===== src/hdl/npps_pkg.sv =====
// Package: job record, cell control and field widths for the priority scheduler.
package npps_pkg;

  localparam int unsigned JOB_ID_W = 7;
  localparam int unsigned ARR_W    = 16;
  localparam int unsigned BUR_W    = 16;
  localparam int unsigned PRIO_W   = 8;
  localparam int unsigned WAIT_W   = 22;
  localparam int unsigned TAT_W    = 23;
  localparam int unsigned TOTW_W   = 28;
  localparam int unsigned TOTT_W   = 29;

  typedef struct packed {
    logic [PRIO_W-1:0]   prio;
    logic [ARR_W-1:0]    arrival;
    logic [BUR_W-1:0]    burst;
    logic [JOB_ID_W-1:0] id;
  } job_t;

  typedef struct packed {
    logic ins;
    logic drn;
  } cell_ctrl_t;

endpackage


===== src/hdl/npps_cell.sv =====
// Insertion chain cell: holds one job, shifts right on insert, left on unload.
module npps_cell (
  input  logic              clk_i,
  input  logic              rst_ni,
  input  npps_pkg::cell_ctrl_t ctrl_i,
  input  npps_pkg::job_t    new_job_i,
  input  npps_pkg::job_t    left_job_i,
  input  logic              left_vld_i,
  input  logic              left_mv_i,
  input  npps_pkg::job_t    right_job_i,
  input  logic              right_vld_i,
  output npps_pkg::job_t    job_o,
  output logic              vld_o,
  output logic              mv_o
);
  import npps_pkg::*;

  job_t job_q, job_d;
  logic vld_q, vld_d;

  assign mv_o  = vld_q && (new_job_i.prio < job_q.prio);
  assign job_o = job_q;
  assign vld_o = vld_q;

  always_comb begin
    job_d = job_q;
    vld_d = vld_q;
    if (ctrl_i.drn) begin
      job_d = right_job_i;
      vld_d = right_vld_i;
    end else if (ctrl_i.ins && (mv_o || !vld_q)) begin
      if (left_mv_i) begin
        job_d = left_job_i;
        vld_d = 1'b1;
      end else if (left_vld_i) begin
        job_d = new_job_i;
        vld_d = 1'b1;
      end
    end
  end

  always_ff @(posedge clk_i or negedge rst_ni) begin
    if (!rst_ni) begin
      vld_q <= 1'b0;
    end else begin
      vld_q <= vld_d;
    end
  end

  always_ff @(posedge clk_i) begin
    job_q <= job_d;
  end

endmodule


===== config.mk =====
export PLATFORM = sky130hd
export DESIGN_NAME = npps_cell
export DESIGN_NICKNAME = d
export VERILOG_FILES = /design/src/hdl/npps_pkg.sv /design/src/hdl/npps_cell.sv
export SDC_FILE = /design/constraint.sdc
export NUM_CORES = 1
export LEC_CHECK = 0
export ABC_CLOCK_PERIOD_IN_PS = 5800
export BUFFER_PORTS_ARGS = -buffer_cell sky130_fd_sc_hd__buf_4
export CAP_MARGIN = 20
export CELL_PAD_IN_SITES_DETAIL_PLACEMENT = 1
export CELL_PAD_IN_SITES_GLOBAL_PLACEMENT = 2
export CORE_UTILIZATION = 21
export CTS_BUF_LIST = sky130_fd_sc_hd__clkbuf_8
export DETAILED_ROUTE_END_ITERATION = 12
export GPL_ROUTABILITY_DRIVEN = 0
export HOLD_SLACK_MARGIN = 0.12
export MAX_ROUTING_LAYER = met4
export PLACE_DENSITY_LB_ADDON = 0.1
export SLEW_MARGIN = 20
export SYNTH_ARGS = -nofsm -noshare
export SYNTH_HDL_FRONTEND = slang
export SYNTH_SLANG_ARGS = --single-unit

===== constraint.sdc =====
create_clock -name clk_i -period 5.8 [get_ports clk_i]
set_clock_uncertainty 0.05 [all_clocks]
set_input_delay 0.87 -clock clk_i [delete_from_list [all_inputs] [get_ports clk_i]]
set_output_delay 0.87 -clock clk_i [all_outputs]
set_load 0.005 [all_outputs]

==> results of run 1 <==
power by group:
group	internal (mW)	switching [mW]	total, mW
registers	0.432	0.0128	0.445
clock network	0.126	0.111	0.236
logic	0.147	0.103	0.250
total	0.705	0.226	0.931
cell families after synthesis:
kind of cell / Yosys count / share of synthesized area
AO/OA/AOI/OAI: 55 / 0.1101
adder cells (fa/ha/maj): 7 / 0.03280
buffers and inverters: 24 / 0.05951
flip-flops: 48 / 0.5380
multiplexers: 47 / 0.1762
AND/OR/NAND/NOR: 55 / 0.08341
per-stage QoR:
step | cells | power (mW) | setup slack [ns] | util
global route | 594 | 0.9912 | 2.445 | 0.3573
CTS | 594 | 0.9546 | 2.548 | 0.3573
finish | 594 | 0.9314 | 2.586 | 0.3573
global placement | 586 | 0.7066 | 2.596 | 0.3486
detailed placement | 586 | 0.7112 | 2.560 | 0.3486
floorplan | 236 | 0.5480 | 1.101 | -
area by class of cell:
type,instances,area [sq um],area share
clock buffers,5,68.82,0.01577
clock inverters,3,37.54,0.008603
inverters,8,30.03,0.006883
multi-input cells,164,1094,0.2506
flip-flops and latches,48,1436,0.3292
well taps,168,210.2,0.04818
repair buffers,198,1486,0.3407
worst reg2reg max path: stages (launching register included):
cell and delay [ns]:
edfxtp_1 0.40, inv_1 0.07, ha_1 0.23, a211oi_1 0.22, a211oi_1 0.20, o41ai_4 0.26
buf_4 0.40
state kept, by name (all words and copies together), names as in the netlist:
name and count:
vld_o 1, job_o 47
layer usage:
layer / vias up / wire (microns)
li1: 1230 / -
met1: 1079 / 3340
met2: 126 / 3849
met3: 5 / 1053
met4: 0 / 49
met5: - / 0
worst max path at each step:
stage	start	slack, ns	endpoint	cells past startpoint
2_1_floorplan	new_job_i[44]	1.10	job_o[0]$_DFFE_PP_	4
3_3_place_gp	new_job_i[44]	2.60	mv_o	6
3_5_place_dp	new_job_i[44]	2.56	mv_o	6
4_1_cts	new_job_i[44]	2.55	mv_o	6
5_1_grt	new_job_i[44]	2.44	mv_o	6
6_report	new_job_i[44]	2.59	mv_o	6
cell usage in the layout (no fill, tap or decap):
cell,instances
buf_4,198
mux2i_1,47
nand2_1,47
o21ai_1,47
edfxtp_1,47
inv_1,8
ha_1,7
nor2_1,5
clkbuf_8,5
o21ai_0,2
a211oi_1,2
clkinv_1,2
a211oi_2,1
o211ai_1,1
nand4_1,1
o41ai_4,1
nor4b_2,1
nor2b_1,1
a21oi_1,1
bufinv_16,1
dfrtp_1,1
==> impl_metrics.tcl, run 1 <==
set metrics [dict create \
    clock-sinks 48 \
    clk_latency_ns 0.30 \
    fillers 1487 \
    grt.busiest_layer "met2" \
    crit_type "input port to output port" \
    status "finished clean" \
    syn_avg_cell_area_sq_um 11.31 \
    finalInstanceArea_sq_um 4363 \
    end_kind "output port" \
    start_kind "input port" \
    worstMarginPinSlew_ns 0.9004 \
    setup_viol 0 \
    grt_pass1_vias 2508 \
    worstRegToRegCells 6 \
    h-tree-depth 2 \
    crit_path_frequent_cell "buf_4" \
    vias 2440 \
    clkTransAtPathRegs_ns 0.09 \
    path_buf_inv 2 \
    post_synth_num_cell_types 22 \
    cap_violations 0 \
    fin_crit_sh 0.5542 \
    grt_max_degree 98 \
    rsz0062_at_grt "false" \
    ir_drop_mv 0.08469 \
    layout-drive-gt1-share 0.4859 \
    maxSlewHeadroom 0.3997 \
    finalSetupTns_ns 0 \
    cts_setup_buffers 0 \
    syn_inst 236 \
    yosysWarningCount 0 \
    synth_edf_count 47 \
    cts-buffers-inserted 5 \
    synth_common_cells "edfxtp_1 (47), mux2i_1 (47), nand2_1 (47), o21ai_1 (47), inv_1 (8)" \
    synth_seq_cells 48 \
    area_growth_pct 63.40 \
    yosysTopAreaCellShare 0.5286 \
    use_met2 0.2125 \
    drc 0 \
    cts_buffer_depth 2 \
    n_antenna_cell 0 \
    drtIter0Drc 55 \
    die_x_microns 114.8 \
    cts-root-buf "clkbuf_8" \
    ys_top_cells_by_area "edfxtp_1 (53%), mux2i_1 (18%), o21ai_1 (8.8%)" \
    met1_usage 0.1472 \
    fp.dieH_microns 114.8 \
    ys_seq_area_frac 0.5380 \
    crit_arrival_ns 2.29 \
    hold_slack_ns 0.2788 \
    start_util 0.2186 \
    power_density_nw_per_um2 213.5 \
    cp_cell_sequence "buf_4, ha_1, nand4_1, a211oi_1, nor4b_2, buf_4" \
    avgViaCountPerCell 4.108 \
    cp_slowest_cell "a211oi_1" \
    grt_antenna_before_repair 0 \
    hpwl_mm 6.425 \
    r2r_end "job_o[23]$_DFFE_PP_" \
    clock.fmax_ghz 0.3111 \
    io_pins 197 \
    wirelength_mm 8.293 \
    grt_usage 0.1291 \
    hold_class "input port to async pin" \
    r2r_slack_ns 3.61 \
    overflow 0 \
    final_max_slew_viol_count 0 \
    synth_top_cell_by_area "edfxtp_1" \
    fin_nets 580 \
    reg2reg_from "job_o[41]$_DFFE_PP_" \
    fin_crit_ns 3.214 \
    fp-row-count 40 \
    netlist_area_sq_um 2670 \
    syn_nets 391 \
    portBuffers 196 \
    cts_tree "yes" \
    fp.coreArea_sq_um 12210 \
    hold_violations 0 \
    gr-usage-met3 0.05113 \
    grt_pass1_wl_mm 12.55 \
    slowest_delay_ns 0.62 \
    ant_nets 0 \
    drt-wirelength-per-cell_microns 13.96 \
    dpl-instance-area_sq_um 4257 \
    p_leak_nw 2.067 \
    synthArstFlopShare 0.02083 \
    cts_hold_buf 0 \
    synthFlopType "edfxtp_1" \
    cts-resized-gates 0 \
    die_area_sq_um 13170 \
    cp_data_required_time_ns 4.88 \
    path_delay_family "compound AO/OA/AOI/OAI gates" \
    first_pass_iters 4 \
    critPathMaxFanout 2 \
]
No activity file was read; power rests on OpenSTA's default activity.
==> run 2: changes to the inputs <==
--- a/config.mk
+++ b/config.mk
@@ -5,12 +5,12 @@
 export SDC_FILE = /design/constraint.sdc
 export NUM_CORES = 1
 export LEC_CHECK = 0
-export ABC_CLOCK_PERIOD_IN_PS = 5800
+export ABC_CLOCK_PERIOD_IN_PS = 3250
 export BUFFER_PORTS_ARGS = -buffer_cell sky130_fd_sc_hd__buf_4
 export CAP_MARGIN = 20
 export CELL_PAD_IN_SITES_DETAIL_PLACEMENT = 1
 export CELL_PAD_IN_SITES_GLOBAL_PLACEMENT = 2
-export CORE_UTILIZATION = 21
+export CORE_UTILIZATION = 23
 export CTS_BUF_LIST = sky130_fd_sc_hd__clkbuf_8
 export DETAILED_ROUTE_END_ITERATION = 12
 export GPL_ROUTABILITY_DRIVEN = 0
==> constraint.sdc (replaced) <==
create_clock -name clk_i -period 3.25 [get_ports clk_i]
set_clock_uncertainty 0.05 [all_clocks]
set_input_delay 0.4875 -clock clk_i [delete_from_list [all_inputs] [get_ports clk_i]]
set_output_delay 0.4875 -clock clk_i [all_outputs]
set_load 0.005 [all_outputs]
==> impl_metrics.tcl, run 2 (same netlist as run 1, synthesis figures left out) <==
set metrics [dict create \
    final_cell_mix "buf_4 (200), mux2i_1 (47), nand2_1 (47), o21ai_1 (47), edfxtp_1 (47)" \
    worstMarginPinSlew_ns 0.8119 \
    path_delay_family "compound AO/OA/AOI/OAI gates" \
    path_buf_inv 2 \
    cp_data_required_time_ns 2.71 \
    drt-wirelength-per-cell_microns 14.14 \
    power_mw 1.663 \
    die_x_microns 109.7 \
    fin_crit_sh 0.7768 \
    start_kind "flop" \
    final_common_cell "buf_4" \
    wirelength_mm 8.046 \
    setup_viol 0 \
    avgViaCountPerCell 4.371 \
    drtIter0Drc 45 \
    h-tree-depth 2 \
    cts_tree "yes" \
    p_leak_nw 2.087 \
    maxSlewHeadroom 0.4587 \
    power.switching_mw 0.4021 \
    layout-drive-gt1-share 0.4895 \
    combPwrFrac 0.268 \
    drc 0 \
    fin_crit_ns 2.524 \
    final_max_slew_viol_count 0 \
    crit_arrival_ns 1.99 \
    ir_drop_mv 0.1983 \
    rsz0062_at_grt "false" \
    fp.dieH_microns 109.7 \
    fp-row-count 38 \
    p_sw_frac 0.2417 \
    grt_pass1_wl_mm 12.37 \
    status "finished clean" \
    grt_max_degree 69 \
    vias 2487 \
    start_util 0.2410 \
    finalSetupTns_ns 0 \
    p_int_mw 1.261 \
    portBuffers 196 \
    grt_antenna_before_repair 0 \
    cts_buffer_depth 2 \
    largest_register_ffs 47 \
    overflow 0 \
    area_growth_pct 63.07 \
    first_pass_iters 4 \
    cts-root-buf "clkbuf_8" \
    io_pins 197 \
    fp.coreArea_sq_um 11080 \
    clock-sinks 48 \
    hold_violations 0 \
    cp_slowest_cell "a211oi_1" \
    cts-buffers-inserted 5 \
    slowest_delay_ns 0.61 \
    ant_nets 0 \
    grt_pass1_vias 2571 \
    clkPwrFrac 0.255 \
    clk_latency_ns 0.29 \
    end_kind "output port" \
    cts-resized-gates 0 \
    critPathMaxFanout 2 \
    cap_violations 0 \
    grt_usage 0.1394 \
    n_antenna_cell 0 \
    die_area_sq_um 12040 \
    cp_cell_sequence "inv_1, ha_1, nand4_1, a211oi_1, nor4b_2, buf_4" \
    hpwl_mm 6.307 \
    clkTransAtPathRegs_ns 0.09 \
    crit_type "flop to output port" \
    fin_nets 583 \
    power_density_nw_per_um2 382.0 \
    cts_setup_buffers 0 \
    clock.fmax_ghz 0.3961 \
    seqPwrFrac 0.477 \
    hold_class "input port to flop" \
]
## run 2: metrics by stage
step | setup slack (ns) | util | cells | hold slack, ns | instance area (sq um)
final | 0.7255 | 0.3930 | 569 | 0.3861 | 4354
after global routing | 0.5846 | 0.3930 | 569 | 0.4034 | 4354
after CTS | 0.7034 | 0.3930 | 569 | 0.3765 | 4354
after detailed placement | 0.7940 | 0.3824 | 560 | 0.2141 | 4237
after global placement | 0.8504 | 0.3824 | 560 | 0.2137 | 4237
after floorplan | 0.009608 | - | 236 | 0.1419 | 2689
## run 2: worst paths after layout
path,cells after the start,end,start,slack (ns)
setup / recovery,6,mv_o,job_o[44]$_DFFE_PP_,0.73
min in group asynchronous,2,vld_o$_DFFE_PN0P_,rst_ni,0.46
setup reg to reg,6,job_o[26]$_DFFE_PP_,job_o[44]$_DFFE_PP_,1.04
hold / removal,3,vld_o$_DFFE_PN0P_,right_vld_i,0.39
max in group asynchronous,2,vld_o$_DFFE_PN0P_,rst_ni,2.61
hold reg to reg,2,vld_o$_DFFE_PN0P_,vld_o$_DFFE_PN0P_,0.56
## run 2: power groups by stage
stage	combinational, mW	sequential (mW)	clock (mW)
after floorplan	0.161	0.818	0
after global placement	0.451	0.806	0
after detailed placement	0.458	0.808	0
after CTS	0.460	0.795	0.445
after global routing	0.497	0.803	0.463
final	0.446	0.794	0.424
## run 2: layout make-up
class,count,area (sq um)
Fill cell,1292,6724
Timing Repair Buffer,201,1511
Sequential cell,48,1436
Multi-Input combinational cell,164,1094
Tap cell,140,175.2
Clock buffer,5,68.82
Clock inverter,3,38.79
Inverter,8,30.03
## run 2: worst min-delay path, stage by stage
cell and delay, ns:
buf_4 0.08, nor2b_1 0.03, a21oi_1 0.10
## run 2: routing by layer
| layer | track usage | vias up | share of wire |
|---|---|---|---|
| met5 | - | - | 0 |
| met4 | 0.03143 | 0 | 0.0086 |
| met3 | 0.04861 | 7 | 0.10 |
| met2 | 0.2430 | 110 | 0.52 |
| met1 | 0.1526 | 1132 | 0.37 |
| li1 | - | 1238 | - |
## run 2: what timing repair did
action                     in CTS  in global routing
setup endpoints to repair       0                  0
hold buffers                    1                  0
hold endpoints to repair        1                  0
