File: config.mk
export PLATFORM = sky130hd
export DESIGN_NAME = npps_acct
export DESIGN_NICKNAME = d
export VERILOG_FILES = /design/src/hdl/npps_pkg.sv /design/src/hdl/npps_acct.sv
export SDC_FILE = /design/constraint.sdc
export NUM_CORES = 1
export LEC_CHECK = 0
export BUFFER_PORTS_ARGS = -buffer_cell sky130_fd_sc_hd__buf_2
export CORE_ASPECT_RATIO = 1.2
export CORE_MARGIN = 10
export CORE_UTILIZATION = 54
export CTS_BUF_LIST = sky130_fd_sc_hd__clkbuf_8
export CTS_CLUSTER_DIAMETER = 40
export CTS_CLUSTER_SIZE = 28
export DETAILED_ROUTE_END_ITERATION = 10
export GPL_TIMING_DRIVEN = 0
export PLACE_DENSITY = 0.88
export SLEW_MARGIN = 10
export SYNTH_ARGS = -nofsm -noshare
export SYNTH_HDL_FRONTEND = slang
export SYNTH_SLANG_ARGS = --single-unit
File: constraint.sdc
create_clock -name clk_i -period 6.7 [get_ports clk_i]
set_input_delay 0 -clock clk_i [delete_from_list [all_inputs] [get_ports clk_i]]
set_output_delay 0 -clock clk_i [all_outputs]
set_load 0.05 [all_outputs]
File: src/hdl/npps_pkg.sv
// Package: job record, cell control and field widths for the priority scheduler.
package npps_pkg;

  localparam int unsigned JOB_ID_W = 7;
  localparam int unsigned ARR_W    = 16;
  localparam int unsigned BUR_W    = 16;
  localparam int unsigned PRIO_W   = 8;
  localparam int unsigned WAIT_W   = 22;
  localparam int unsigned TAT_W    = 23;
  localparam int unsigned TOTW_W   = 28;
  localparam int unsigned TOTT_W   = 29;

  typedef struct packed {
    logic [PRIO_W-1:0]   prio;
    logic [ARR_W-1:0]    arrival;
    logic [BUR_W-1:0]    burst;
    logic [JOB_ID_W-1:0] id;
  } job_t;

  typedef struct packed {
    logic ins;
    logic drn;
  } cell_ctrl_t;

endpackage

File: src/hdl/npps_acct.sv
// Result stage: run clock, waiting and turnaround times, totals, output register.
module npps_acct (
  input  logic                          clk_i,
  input  logic                          rst_ni,
  input  logic                          take_i,
  input  logic                          last_i,
  input  npps_pkg::job_t                head_i,
  input  logic                          out_stall_i,
  output logic                          ready_o,
  output logic                          out_valid_o,
  output logic [npps_pkg::JOB_ID_W-1:0] job_id_o,
  output logic [npps_pkg::ARR_W-1:0]    arrival_out_o,
  output logic [npps_pkg::BUR_W-1:0]    burst_out_o,
  output logic [npps_pkg::PRIO_W-1:0]   prio_out_o,
  output logic [npps_pkg::WAIT_W-1:0]   wait_ticks_o,
  output logic [npps_pkg::TAT_W-1:0]    turnaround_o,
  output logic [npps_pkg::TOTW_W-1:0]   total_wait_o,
  output logic [npps_pkg::TOTT_W-1:0]   total_turnaround_o,
  output logic                          final_result_o
);
  import npps_pkg::*;

  logic [WAIT_W-1:0] clk_q, clk_d;
  logic [TOTW_W-1:0] totw_q, totw_d;
  logic [TOTT_W-1:0] tott_q, tott_d;
  logic              vld_q;
  logic [WAIT_W-1:0] arr_ext, wait_d;
  logic [TAT_W-1:0]  tat_d;
  logic [TOTW_W-1:0] totw_sum;
  logic [TOTT_W-1:0] tott_sum;

  logic [JOB_ID_W-1:0] id_q;
  logic [ARR_W-1:0]    arr_q;
  logic [BUR_W-1:0]    bur_q;
  logic [PRIO_W-1:0]   prio_q;
  logic [WAIT_W-1:0]   wait_q;
  logic [TAT_W-1:0]    tat_q;
  logic [TOTW_W-1:0]   otw_q;
  logic [TOTT_W-1:0]   ott_q;
  logic                fin_q;

  assign ready_o  = !vld_q || !out_stall_i;
  assign arr_ext  = WAIT_W'(head_i.arrival);
  assign wait_d   = (clk_q > arr_ext) ? (clk_q - arr_ext) : '0;
  assign tat_d    = TAT_W'(wait_d) + TAT_W'(head_i.burst);
  assign totw_sum = totw_q + TOTW_W'(wait_d);
  assign tott_sum = tott_q + TOTT_W'(tat_d);

  always_comb begin
    clk_d  = clk_q;
    totw_d = totw_q;
    tott_d = tott_q;
    if (take_i) begin
      clk_d  = last_i ? '0 : clk_q + WAIT_W'(head_i.burst);
      totw_d = last_i ? '0 : totw_sum;
      tott_d = last_i ? '0 : tott_sum;
    end
  end

  always_ff @(posedge clk_i or negedge rst_ni) begin
    if (!rst_ni) begin
      clk_q  <= '0;
      totw_q <= '0;
      tott_q <= '0;
      vld_q  <= 1'b0;
    end else begin
      clk_q  <= clk_d;
      totw_q <= totw_d;
      tott_q <= tott_d;
      if (take_i) begin
        vld_q <= 1'b1;
      end else if (!out_stall_i) begin
        vld_q <= 1'b0;
      end
    end
  end

  always_ff @(posedge clk_i) begin
    if (take_i) begin
      id_q   <= head_i.id;
      arr_q  <= head_i.arrival;
      bur_q  <= head_i.burst;
      prio_q <= head_i.prio;
      wait_q <= wait_d;
      tat_q  <= tat_d;
      otw_q  <= last_i ? totw_sum : '0;
      ott_q  <= last_i ? tott_sum : '0;
      fin_q  <= last_i;
    end
  end

  assign out_valid_o        = vld_q;
  assign job_id_o           = id_q;
  assign arrival_out_o      = arr_q;
  assign burst_out_o        = bur_q;
  assign prio_out_o         = prio_q;
  assign wait_ticks_o       = wait_q;
  assign turnaround_o       = tat_q;
  assign total_wait_o       = otw_q;
  assign total_turnaround_o = ott_q;
  assign final_result_o     = fin_q;

endmodule

==> impl_metrics.tcl, run 1 <==
set metrics [dict create \
    reg2reg_to "total_turnaround_o[24]$_SDFFCE_PN0P_" \
    r2r_start "clk_q[0]$_DFFE_PN0P_" \
    synth_nets 1356 \
    leakagePower_nw 7.430 \
    hold_path.class "in2reg" \
    ios 204 \
    row_count 62 \
    slew_headroom 0.3219 \
    synth_seq_cells 230 \
    clkPwrFrac 0.131 \
    grt_use_met3 0.04024 \
    peakVddDrop_mv 0.2677 \
    worstPathMaxFanout 6 \
    placed_area_mm2 0.01473 \
    wl_per_cell_um 21.32 \
    vias_per_cell 6.077 \
    grt_overflow 0 \
    syn_inst 1206 \
    grt_max_degree 101 \
    max_stage_delay_ns 0.42 \
    path_buf_inv 5 \
    crit_type "reg2reg" \
    synth-edff-count 150 \
    drc 0 \
    portBuffers 203 \
    fill_cells 1732 \
    p_int_mw 5.033 \
    clock_skew_ns 0.03426 \
    seqCellArea_mm2 0.006506 \
    h-tree-depth 1 \
    r2r_slack_ns -0.07 \
    cts_tree "yes" \
    root_buffer "clkbuf_8" \
    synthToLayoutAreaGrowth_pct 26.25 \
    run_status "finished, violations left" \
    yosysSeqAreaShare 0.4914 \
    setup_viol 7 \
    hp-start "head_i[1]" \
    globalplace.congestion 0.9682 \
    cts.clk_slew.worst_paths_ns 0.10 \
    finalHoldViolCount 0 \
    p_switching_mw 4.883 \
    cp-end-kind "flip-flop" \
    netlist_area_mm2 0.01324 \
    placed_cells 1731 \
    clk_path_buf_depth 3 \
    synth_area_per_cell_um2 10.98 \
    pwr-share-comb 0.638 \
    drv_slew 0 \
    drv_cap 0 \
    rsz0062_at_grt "true" \
    ant_nets 0 \
    antenna_found_initial 1 \
    yosys_most_used_dff "edfxtp_1" \
    initial_core_util 0.5505 \
    post-route-min-period_ns 6.771 \
    use_met2 0.4198 \
    die_area_mm2 0.03121 \
    hold_end "job_id_o[1]$_DFFE_PP_" \
    synth_cell_types 84 \
    die_width_um 162.9 \
    grt_pass1_vias 11244 \
    yosys_warnings 0 \
    holdPathStages 2 \
    drt_pass1_iterations 5 \
    swShare 0.4925 \
    synthArstFlopShare 0.3478 \
    fin_nets 1686 \
    reg2regPathDepth 31 \
    grt_util_all_layers 0.2451 \
    via_count 11430 \
    start_kind "flip-flop" \
    layoutNonFillerInstCount 1881 \
    required_ns 7.14 \
    use_met1 0.2932 \
    crit_path_top_delay_cell "fa_2" \
    post-route-period-util 1.011 \
    seqPwrFrac 0.230 \
    die_y_um 191.5 \
    drive_gt1_frac 0.2551 \
    fmax_ghz 0.1477 \
    cts_buffers 30 \
    core_mm2 0.02405 \
    multi_input_area_mm2 0.006733 \
    worst_slew_pin_slew_ns 1.014 \
    grt_pass1_wl_um 61150 \
    cp.depth 31 \
    drt_iter0_drc 1020 \
    layout_setup_ws_ns -0.07139 \
    p_per_area_mw_per_mm2 593.2 \
    crit_arrival_ns 7.21 \
    clock_sinks 230 \
    violations "negative setup slack" \
    wirelength_um 40100 \
    dp_hpwl_um 28450 \
    top_usage_layer "met2" \
    design_area_mm2 0.01671 \
    worstSkewPairLatency_ns 0.62 \
    critical-path-top-delay-family "compound AO/OA/AOI/OAI gates" \
]
[layout by cell type (no fill, tap or decap), types with 11 or more instances in the layout]
cell type and count:
dlygate4sd3_1 53, nor2_1 97, nand2b_1 14, o21ai_0 42, clkbuf_1 29, a21oi_1 66, nor3_1 24, o21a_1 25
nor2b_1 20, buf_4 39, o21bai_1 14, ha_1 83, dfrtp_1 80, a31o_2 13, a22o_1 38, o2bb2ai_1 11
buf_2 203, nand4_1 11, edfxtp_1 150, clkbuf_8 33, nand3_1 18, xnor2_1 53, and2_1 40, a211oi_1 11
and3_1 12, o211ai_1 13, a21o_1 31, nand2_1 64, inv_1 45, xor2_1 24
[kinds of logic after synthesis]
| family | synth area share |
|---|---|
| adders and majority gates | 0.09545 |
| buffers and inverters | 0.02514 |
| xor gates and xnor gates | 0.05359 |
| AOI/OAI and AO/OA | 0.1947 |
| muxes | 0.007655 |
| and+or+nand+nor | 0.1320 |
| DFF | 0.4914 |
[state kept, by name, indices dropped and copies added (netlist names)]
| signal | cells |
|---|---|
| total_turnaround_o | 29 |
| tott_q | 29 |
| total_wait_o | 28 |
| totw_q | 28 |
| turnaround_o | 23 |
| clk_q | 22 |
| wait_ticks_o | 22 |
| arrival_out_o | 16 |
| burst_out_o | 16 |
| prio_out_o | 8 |
| job_id_o | 7 |
| final_result_o | 1 |
| out_valid_o | 1 |
[power by group through the flow]
stage	Clock (mW)	Combinational (mW)	Sequential (mW)
finish	1.30	6.33	2.28
floorplan	0	3.25	3.24
global route	1.37	6.77	2.32
CTS	1.31	5.73	2.28
global placement	0	5.35	2.29
detailed placement	0	5.50	2.30
[worst max-delay path by stage]
stage,endpoint,startpoint
2_1_floorplan,total_turnaround_o[27]$_SDFFCE_PN0P_,clk_q[0]$_DFFE_PN0P_
3_3_place_gp,total_turnaround_o[27]$_SDFFCE_PN0P_,clk_q[0]$_DFFE_PN0P_
3_5_place_dp,total_turnaround_o[27]$_SDFFCE_PN0P_,clk_q[0]$_DFFE_PN0P_
4_1_cts,tott_q[26]$_DFFE_PN0P_,clk_q[0]$_DFFE_PN0P_
5_1_grt,total_turnaround_o[24]$_SDFFCE_PN0P_,clk_q[0]$_DFFE_PN0P_
6_report,total_turnaround_o[24]$_SDFFCE_PN0P_,clk_q[0]$_DFFE_PN0P_
[routing by layer]
layer	up-vias	routed length, um
met5	-	0
met4	0	2131
met3	152	3627
met2	636	19490
met1	5454	14860
li1	5188	-
[repair_timing]
action	4_1_cts	5_1_grt
buffers inserted	14	27
cloned	0	0
hold buffers	53	0
setup endpoints to repair	33	21
endpoints found under the hold margin	193	0
gates resized for setup	26	48
pin swaps	18	40
[metrics by stage]
step	utilization	hold WS, ns	TNS (ns)	setup WS (ns)	total power [mW]
after floorplan	-	-0.2956	0	0.08413	6.487
after global placement	0.6097	0.1769	-19.04	-1.035	7.645
after detailed placement	0.6124	-0.07557	-22.23	-1.141	7.803
after CTS	0.6759	0.06828	0	0.002198	9.320
after global routing	0.6950	0.06693	-2.128	-0.2197	10.46
final	0.6951	0.08240	-0.2914	-0.07139	9.916
[cells in the mapped netlist, drive strengths merged (26+ instances only)]
cell type / count / share of area
o21ai: 52 / 0.020
ha: 93 / 0.088
nor2: 105 / 0.030
clkbuf: 29 / 0.0082
xnor2: 56 / 0.037
a21oi: 73 / 0.028
nand2: 64 / 0.018
inv: 49 / 0.014
a21o: 31 / 0.018
a22o: 38 / 0.025
nor3: 26 / 0.0098
and2: 41 / 0.019
dfrtp: 80 / 0.15
edfxtp: 150 / 0.34
[layout make-up]
type / instances / area share
multi-input cells: 890 / 0.4028
flip-flops and latches: 230 / 0.3893
repair buffers: 298 / 0.1150
clock buffers: 33 / 0.02717
well taps: 320 / 0.02395
clock inverters: 23 / 0.02044
inverters: 49 / 0.01100
plain buffers: 37 / 0.01026
diodes: 1 / 0.0001497
Note: power is estimated with default switching activity, not from simulation.
==> run 2, diff against run 1 <==
--- a/config.mk
+++ b/config.mk
@@ -8,13 +8,13 @@
 export BUFFER_PORTS_ARGS = -buffer_cell sky130_fd_sc_hd__buf_2
 export CORE_ASPECT_RATIO = 1.2
 export CORE_MARGIN = 10
-export CORE_UTILIZATION = 54
+export CORE_UTILIZATION = 32
 export CTS_BUF_LIST = sky130_fd_sc_hd__clkbuf_8
 export CTS_CLUSTER_DIAMETER = 40
 export CTS_CLUSTER_SIZE = 28
 export DETAILED_ROUTE_END_ITERATION = 10
 export GPL_TIMING_DRIVEN = 0
-export PLACE_DENSITY = 0.88
+export PLACE_DENSITY = 0.61
 export SLEW_MARGIN = 10
 export SYNTH_ARGS = -nofsm -noshare
 export SYNTH_HDL_FRONTEND = slang
==> run 2 against run 1 <==
  * The run now ends clean
  * Non-clock buffer count down 3
  * Final area increased by 2.7%
  * Global-route usage shrank 7.6 points
  * Critical path depth is 1 lower
  * Register-to-register slack improved by 0.14 ns
  * Via count is 4.5% lower
  * Power up 1.7%
  * Wire length increased by 7.2%
  * Clock-buffer cell count grew 12
  * Hold slack better by 0.00092 ns
  * Fmax rose by 2.2%
  * Cell count rose by 13%
  * Critical path type unchanged
  * Critical endpoint is now total_turnaround_o[23]$_SDFFCE_PN0P_
  * Largest cell class unchanged
  * Highest routed layer unchanged
==> impl_metrics.tcl, run 2 (synthesis gave the netlist of run 1 again) <==
set metrics [dict create \
    run_status "finished, final reports clean" \
    dp_hpwl_um 32060 \
    initial_core_util 0.3241 \
    utilization 0.4204 \
    most-common-layout-cells "buf_2, edfxtp_1, nor2_1" \
    clock_sinks 230 \
    required_ns 7.05 \
    grt_pass1_vias 11091 \
    worst_slew_pin_slew_ns 1.063 \
    clock_skew_ns 0.03855 \
    die_width_um 205.7 \
    crit_type "reg2reg" \
    max_stage_delay_ns 0.40 \
    layoutNonFillerInstCount 2117 \
    hold_path.class "in2reg" \
    wl_per_cell_um 20.31 \
    portBuffers 203 \
    grt_overflow 0 \
    post-route-period-util 0.9892 \
    crit_path_top_delay_cell "dfrtp_1" \
    worstSkewPairLatency_ns 0.63 \
    vias_per_cell 5.154 \
    reg2reg_to "total_turnaround_o[23]$_SDFFCE_PN0P_" \
    hold_end "job_id_o[6]$_DFFE_PP_" \
    drive_gt1_frac 0.2619 \
    fin_nets 1694 \
    holdPathStages 2 \
    path_buf_inv 5 \
    crit_arrival_ns 6.97 \
    ios 204 \
    placed_cells 1950 \
    globalplace.congestion 0.9203 \
    drt_iter0_drc 664 \
    r2r_slack_ns 0.07 \
    r2r_start "clk_q[0]$_DFFE_PN0P_" \
    peakVddDrop_mv 0.3102 \
    grt_util_all_layers 0.1691 \
    critical-path-top-delay-family "compound AO/OA/AOI/OAI gates" \
    ant_nets 0 \
    wirelength_um 43000 \
    reg2regPathDepth 30 \
    leakagePower_nw 7.518 \
    core_mm2 0.04084 \
    antenna_found_initial 1 \
    start_kind "flip-flop" \
    via_count 10912 \
    hold_slack_ns 0.08331 \
    p_per_area_mw_per_mm2 587.2 \
    post-route-min-period_ns 6.627 \
    die_y_um 242.8 \
    row_count 81 \
    drv_slew 0 \
    clk_path_buf_depth 3 \
    grt_pass1_wl_um 65480 \
    rsz0062_at_grt "true" \
    root_buffer "clkbuf_8" \
    slew_headroom 0.2913 \
    cts_buffers 41 \
    fmax_ghz 0.1509 \
    setup_viol 0 \
    drv_cap 0 \
    cts.clk_slew.worst_paths_ns 0.09 \
    synthToLayoutAreaGrowth_pct 29.70 \
    finalHoldViolCount 0 \
    worstPathMaxFanout 4 \
    grt_max_degree 100 \
    cts_tree "yes" \
    die_area_mm2 0.04994 \
    h-tree-depth 2 \
    drt_pass1_iterations 5 \
    final_common_cell "buf_2" \
    hp-start "head_i[6]" \
    cp-end-kind "flip-flop" \
    drc 0 \
]
## run 2: changes by cell type in the layout (fill, tap and decap cells not counted), sizes merged
cell | previous run | this run
buf | 253 | 251
clkinvlp | 0 | 4
dlygate4sd3 | 53 | 52
bufinv | 1 | 5
clkbuf | 62 | 74
## run 2: worst max path at each step
stage | start | endpoint | slack [ns] | depth (start not counted)
2_1_floorplan | clk_q[0]$_DFFE_PN0P_ | total_turnaround_o[27]$_SDFFCE_PN0P_ | 0.08 | 30
3_3_place_gp | clk_q[0]$_DFFE_PN0P_ | total_turnaround_o[25]$_SDFFCE_PN0P_ | -1.22 | 32
3_5_place_dp | clk_q[0]$_DFFE_PN0P_ | total_turnaround_o[25]$_SDFFCE_PN0P_ | -1.23 | 32
4_1_cts | clk_q[0]$_DFFE_PN0P_ | tott_q[26]$_DFFE_PN0P_ | 0.02 | 32
5_1_grt | clk_q[0]$_DFFE_PN0P_ | total_turnaround_o[23]$_SDFFCE_PN0P_ | -0.19 | 30
6_report | clk_q[0]$_DFFE_PN0P_ | total_turnaround_o[23]$_SDFFCE_PN0P_ | 0.07 | 30
## run 2: worst reg2reg max path, delay by kind of cell (launching register included)
family / cells / cell delay, ns
flip-flops: 1 / 0.40
AO/OA/AOI/OAI: 14 / 3.18
adder cells (fa/ha/maj): 4 / 1.15
XOR/XNOR: 1 / 0.13
AND/OR/NAND/NOR: 6 / 0.97
buffers and inverters: 5 / 0.58
## run 2: routing by layer
metal  GRT usage  routed length [um]
met1      0.2062               18150
met2      0.2784               20510
met3     0.03691                2441
met4     0.07707                1895
met5           0                   0
## run 2: final cells by class
type / count / area [um2]
Fill cell: 3874 / 23670
Multi-Input combinational cell: 890 / 6669
Sequential cell: 230 / 6506
Timing Repair Buffer: 295 / 1909
Tap cell: 539 / 674.4
Clock buffer: 45 / 619.3
Clock inverter: 31 / 430.4
Inverter: 49 / 183.9
Buffer: 37 / 176.4
Antenna cell: 1 / 2.502
## run 2: report_power, final
group | leakage (nW) | switching, mW | internal, mW
registers | 2.56 | 0.178 | 2.10
clock network | 0.517 | 0.765 | 0.885
logic | 4.44 | 3.90 | 2.25
## run 2: repair_timing
action                                  in CTS  in global routing
buffers inserted                            15                 22
hold buffers                                53                  0
endpoints found under the setup margin      36                 18
gates resized for setup                     32                 33
pin swaps                                   16                 45
hold endpoints to repair                   198                  0
## run 2: stage by stage
step                power (mW)  cell area [um2]  TNS (ns)  worst slack (ns)
floorplan                6.487            13250         0           0.08413
global placement         7.804            14940    -23.57            -1.220
detailed placement       7.891            15000    -23.88            -1.234
CTS                      9.808            16840         0           0.02054
global route             10.77            17170    -1.343           -0.1927
finish                   10.08            17170         0           0.07256
==> run 3, diff against run 2 <==
--- a/config.mk
+++ b/config.mk
@@ -8,14 +8,14 @@
 export BUFFER_PORTS_ARGS = -buffer_cell sky130_fd_sc_hd__buf_2
 export CORE_ASPECT_RATIO = 1.2
 export CORE_MARGIN = 10
-export CORE_UTILIZATION = 32
+export CORE_UTILIZATION = 54
 export CTS_BUF_LIST = sky130_fd_sc_hd__clkbuf_8
 export CTS_CLUSTER_DIAMETER = 40
 export CTS_CLUSTER_SIZE = 28
 export DETAILED_ROUTE_END_ITERATION = 10
 export GPL_TIMING_DRIVEN = 0
-export PLACE_DENSITY = 0.61
-export SLEW_MARGIN = 10
+export PLACE_DENSITY = 0.88
+export SLEW_MARGIN = 20
 export SYNTH_ARGS = -nofsm -noshare
 export SYNTH_HDL_FRONTEND = slang
 export SYNTH_SLANG_ARGS = --single-unit
==> run 3 against run 2 <==
  * Power fell by 3.9%
  * Via count up 3.2%
  * First-iteration DRC count up 43%
  * Utilization is 27 points higher
  * Wire length is 7.7% lower
  * Sequential power about the same
  * Sequential cell count did not move
  * Cell count fell by 12%
  * Clock power is 27% lower
  * Largest power group unchanged
  * Worst setup slack worse by 0.049 ns
  * Global-route usage is 7.3 points higher
==> impl_metrics.tcl, run 3 (synthesis gave the netlist of run 1 again) <==
set metrics [dict create \
    p_switching_mw 4.833 \
    crit_arrival_ns 7.04 \
    utilization 0.6899 \
    fill_cells 1710 \
    initial_core_util 0.5505 \
    setup_viol 0 \
    r2r_start "clk_q[0]$_DFFE_PN0P_" \
    die_area_mm2 0.03121 \
    cp-startpoint "clk_q[0]$_DFFE_PN0P_" \
    grt_pass1_vias 11126 \
    seqPwrFrac 0.236 \
    fmax_ghz 0.1498 \
    grt_max_degree 104 \
    critical-path-top-delay-family "compound AO/OA/AOI/OAI gates" \
    ant_nets 0 \
    drv_cap 0 \
    drt_iter0_drc 949 \
    final_common_cell "buf_2" \
    place_ws_ns -1.171 \
    diodes 0 \
    synthToLayoutAreaGrowth_pct 25.32 \
    die_y_um 191.5 \
    post-route-min-period_ns 6.676 \
    layout_setup_ws_ns 0.02371 \
    vias_per_cell 6.024 \
    drive_gt1_frac 0.2531 \
    h-tree-depth 1 \
    grt_overflow 0 \
    max_stage_delay_ns 0.43 \
    path_buf_inv 5 \
    grt_util_all_layers 0.2416 \
    required_ns 7.06 \
    drc 0 \
    clock_sinks 230 \
    die_width_um 162.9 \
    wl_per_cell_um 21.24 \
    finalHoldViolCount 0 \
    slew_headroom 0.2829 \
    crit_path_top_delay_cell "a21oi_1" \
    hp-start "head_i[0]" \
    leakagePower_nw 7.344 \
    cts_buffers 29 \
    peakVddDrop_mv 0.2750 \
    run_status "finished, final reports clean" \
    antenna_found_initial 0 \
    start_kind "flip-flop" \
    pwr-share-comb 0.640 \
    p_int_mw 4.858 \
    row_count 62 \
    fin_nets 1676 \
    hold_slack_ns 0.08239 \
    crit_type "reg2reg" \
    worstSkewPairLatency_ns 0.62 \
    worst_slew_pin_slew_ns 1.076 \
    cts_tree "yes" \
    ios 204 \
    finalPower_mw 9.691 \
    rsz0062_at_grt "true" \
    hold_path.class "in2reg" \
    swShare 0.4987 \
    grt_pass1_wl_um 59980 \
    clkPwrFrac 0.124 \
    core_mm2 0.02405 \
    p_per_area_mw_per_mm2 584.1 \
    dp_hpwl_um 28410 \
    wirelength_um 39690 \
    placed_cells 1732 \
    via_count 11258 \
    drt_pass1_iterations 6 \
    post-route-period-util 0.9965 \
    most-common-layout-cells "buf_2, edfxtp_1, nor2_1" \
    cts.clk_slew.worst_paths_ns 0.10 \
    layoutNonFillerInstCount 1869 \
    portBuffers 203 \
    clock_skew_ns 0.03782 \
    clk_path_buf_depth 3 \
    cp-end-kind "flip-flop" \
    drv_slew 0 \
    globalplace.congestion 0.9682 \
    root_buffer "clkbuf_8" \
    worstPathMaxFanout 6 \
]
-- run 3: per-layer routing --
| metal | vias to the layer above | GRT usage | wire length, um |
|---|---|---|---|
| met3 | 128 | 0.04153 | 3572 |
| li1 | 5166 | - | - |
| met5 | - | 0 | 0 |
| met2 | 601 | 0.4137 | 19280 |
| met4 | 0 | 0.1132 | 2089 |
| met1 | 5363 | 0.2901 | 14750 |
-- run 3: worst register-to-register path, delay by kind of cell (launching register included) --
kind / cells / cell delay [ns]
and+or+nand+nor: 4 / 0.61
buffers and inverters: 5 / 0.54
AOI/OAI and AO/OA: 13 / 3.26
xor gates and xnor gates: 1 / 0.15
DFF: 1 / 0.41
adders and majority gates: 5 / 1.46
-- run 3: power groups by stage --
stage	clock network (mW)	logic, mW	registers, mW
3_3_place_gp	0	5.35	2.29
3_5_place_dp	0	5.50	2.30
2_1_floorplan	0	3.25	3.24
5_1_grt	1.27	6.65	2.32
6_report	1.20	6.21	2.28
4_1_cts	1.21	5.70	2.28
-- run 3: path summary, 6_finish.rpt --
path | slack [ns] | cells after the start | end
max | 0.02 | 28 | total_turnaround_o[17]$_SDFFCE_PN0P_
min | 0.08 | 2 | job_id_o[0]$_DFFE_PP_
max reg2reg | 0.02 | 28 | total_turnaround_o[17]$_SDFFCE_PN0P_
min reg2reg | 0.50 | 2 | out_valid_o$_DFFE_PN0P_
max in group asynchronous | 5.67 | 5 | clk_q[17]$_DFFE_PN0P_
min in group asynchronous | 0.55 | 4 | out_valid_o$_DFFE_PN0P_
-- run 3: repair_timing --
item                       in CTS  in global routing
resized for setup              25                 51
hold endpoints to repair      190                  0
hold buffers                   52                  0
buffers inserted               13                 18
pin swaps                      17                 39
setup endpoints to repair      34                 20
-- run 3: per-stage QoR --
stage / TNS, ns / cell area, um2
3_5_place_dp: -22.94 / 14750
3_3_place_gp: -19.04 / 14660
6_report: 0 / 16590
5_1_grt: -1.061 / 16590
4_1_cts: 0 / 16180
2_1_floorplan: 0 / 13250
-- run 3: cell type report --
class / count / area, um2 / share of cell area
inverter: 49 / 183.9 / 0.01109
timing repair buffer: 289 / 1857 / 0.1119
multi-input combinational: 890 / 6751 / 0.4069
buffer: 37 / 171.4 / 0.01033
sequential: 230 / 6506 / 0.3922
tap: 320 / 400.4 / 0.02413
clock inverter: 24 / 307.8 / 0.01855
clock buffer: 30 / 412.9 / 0.02489
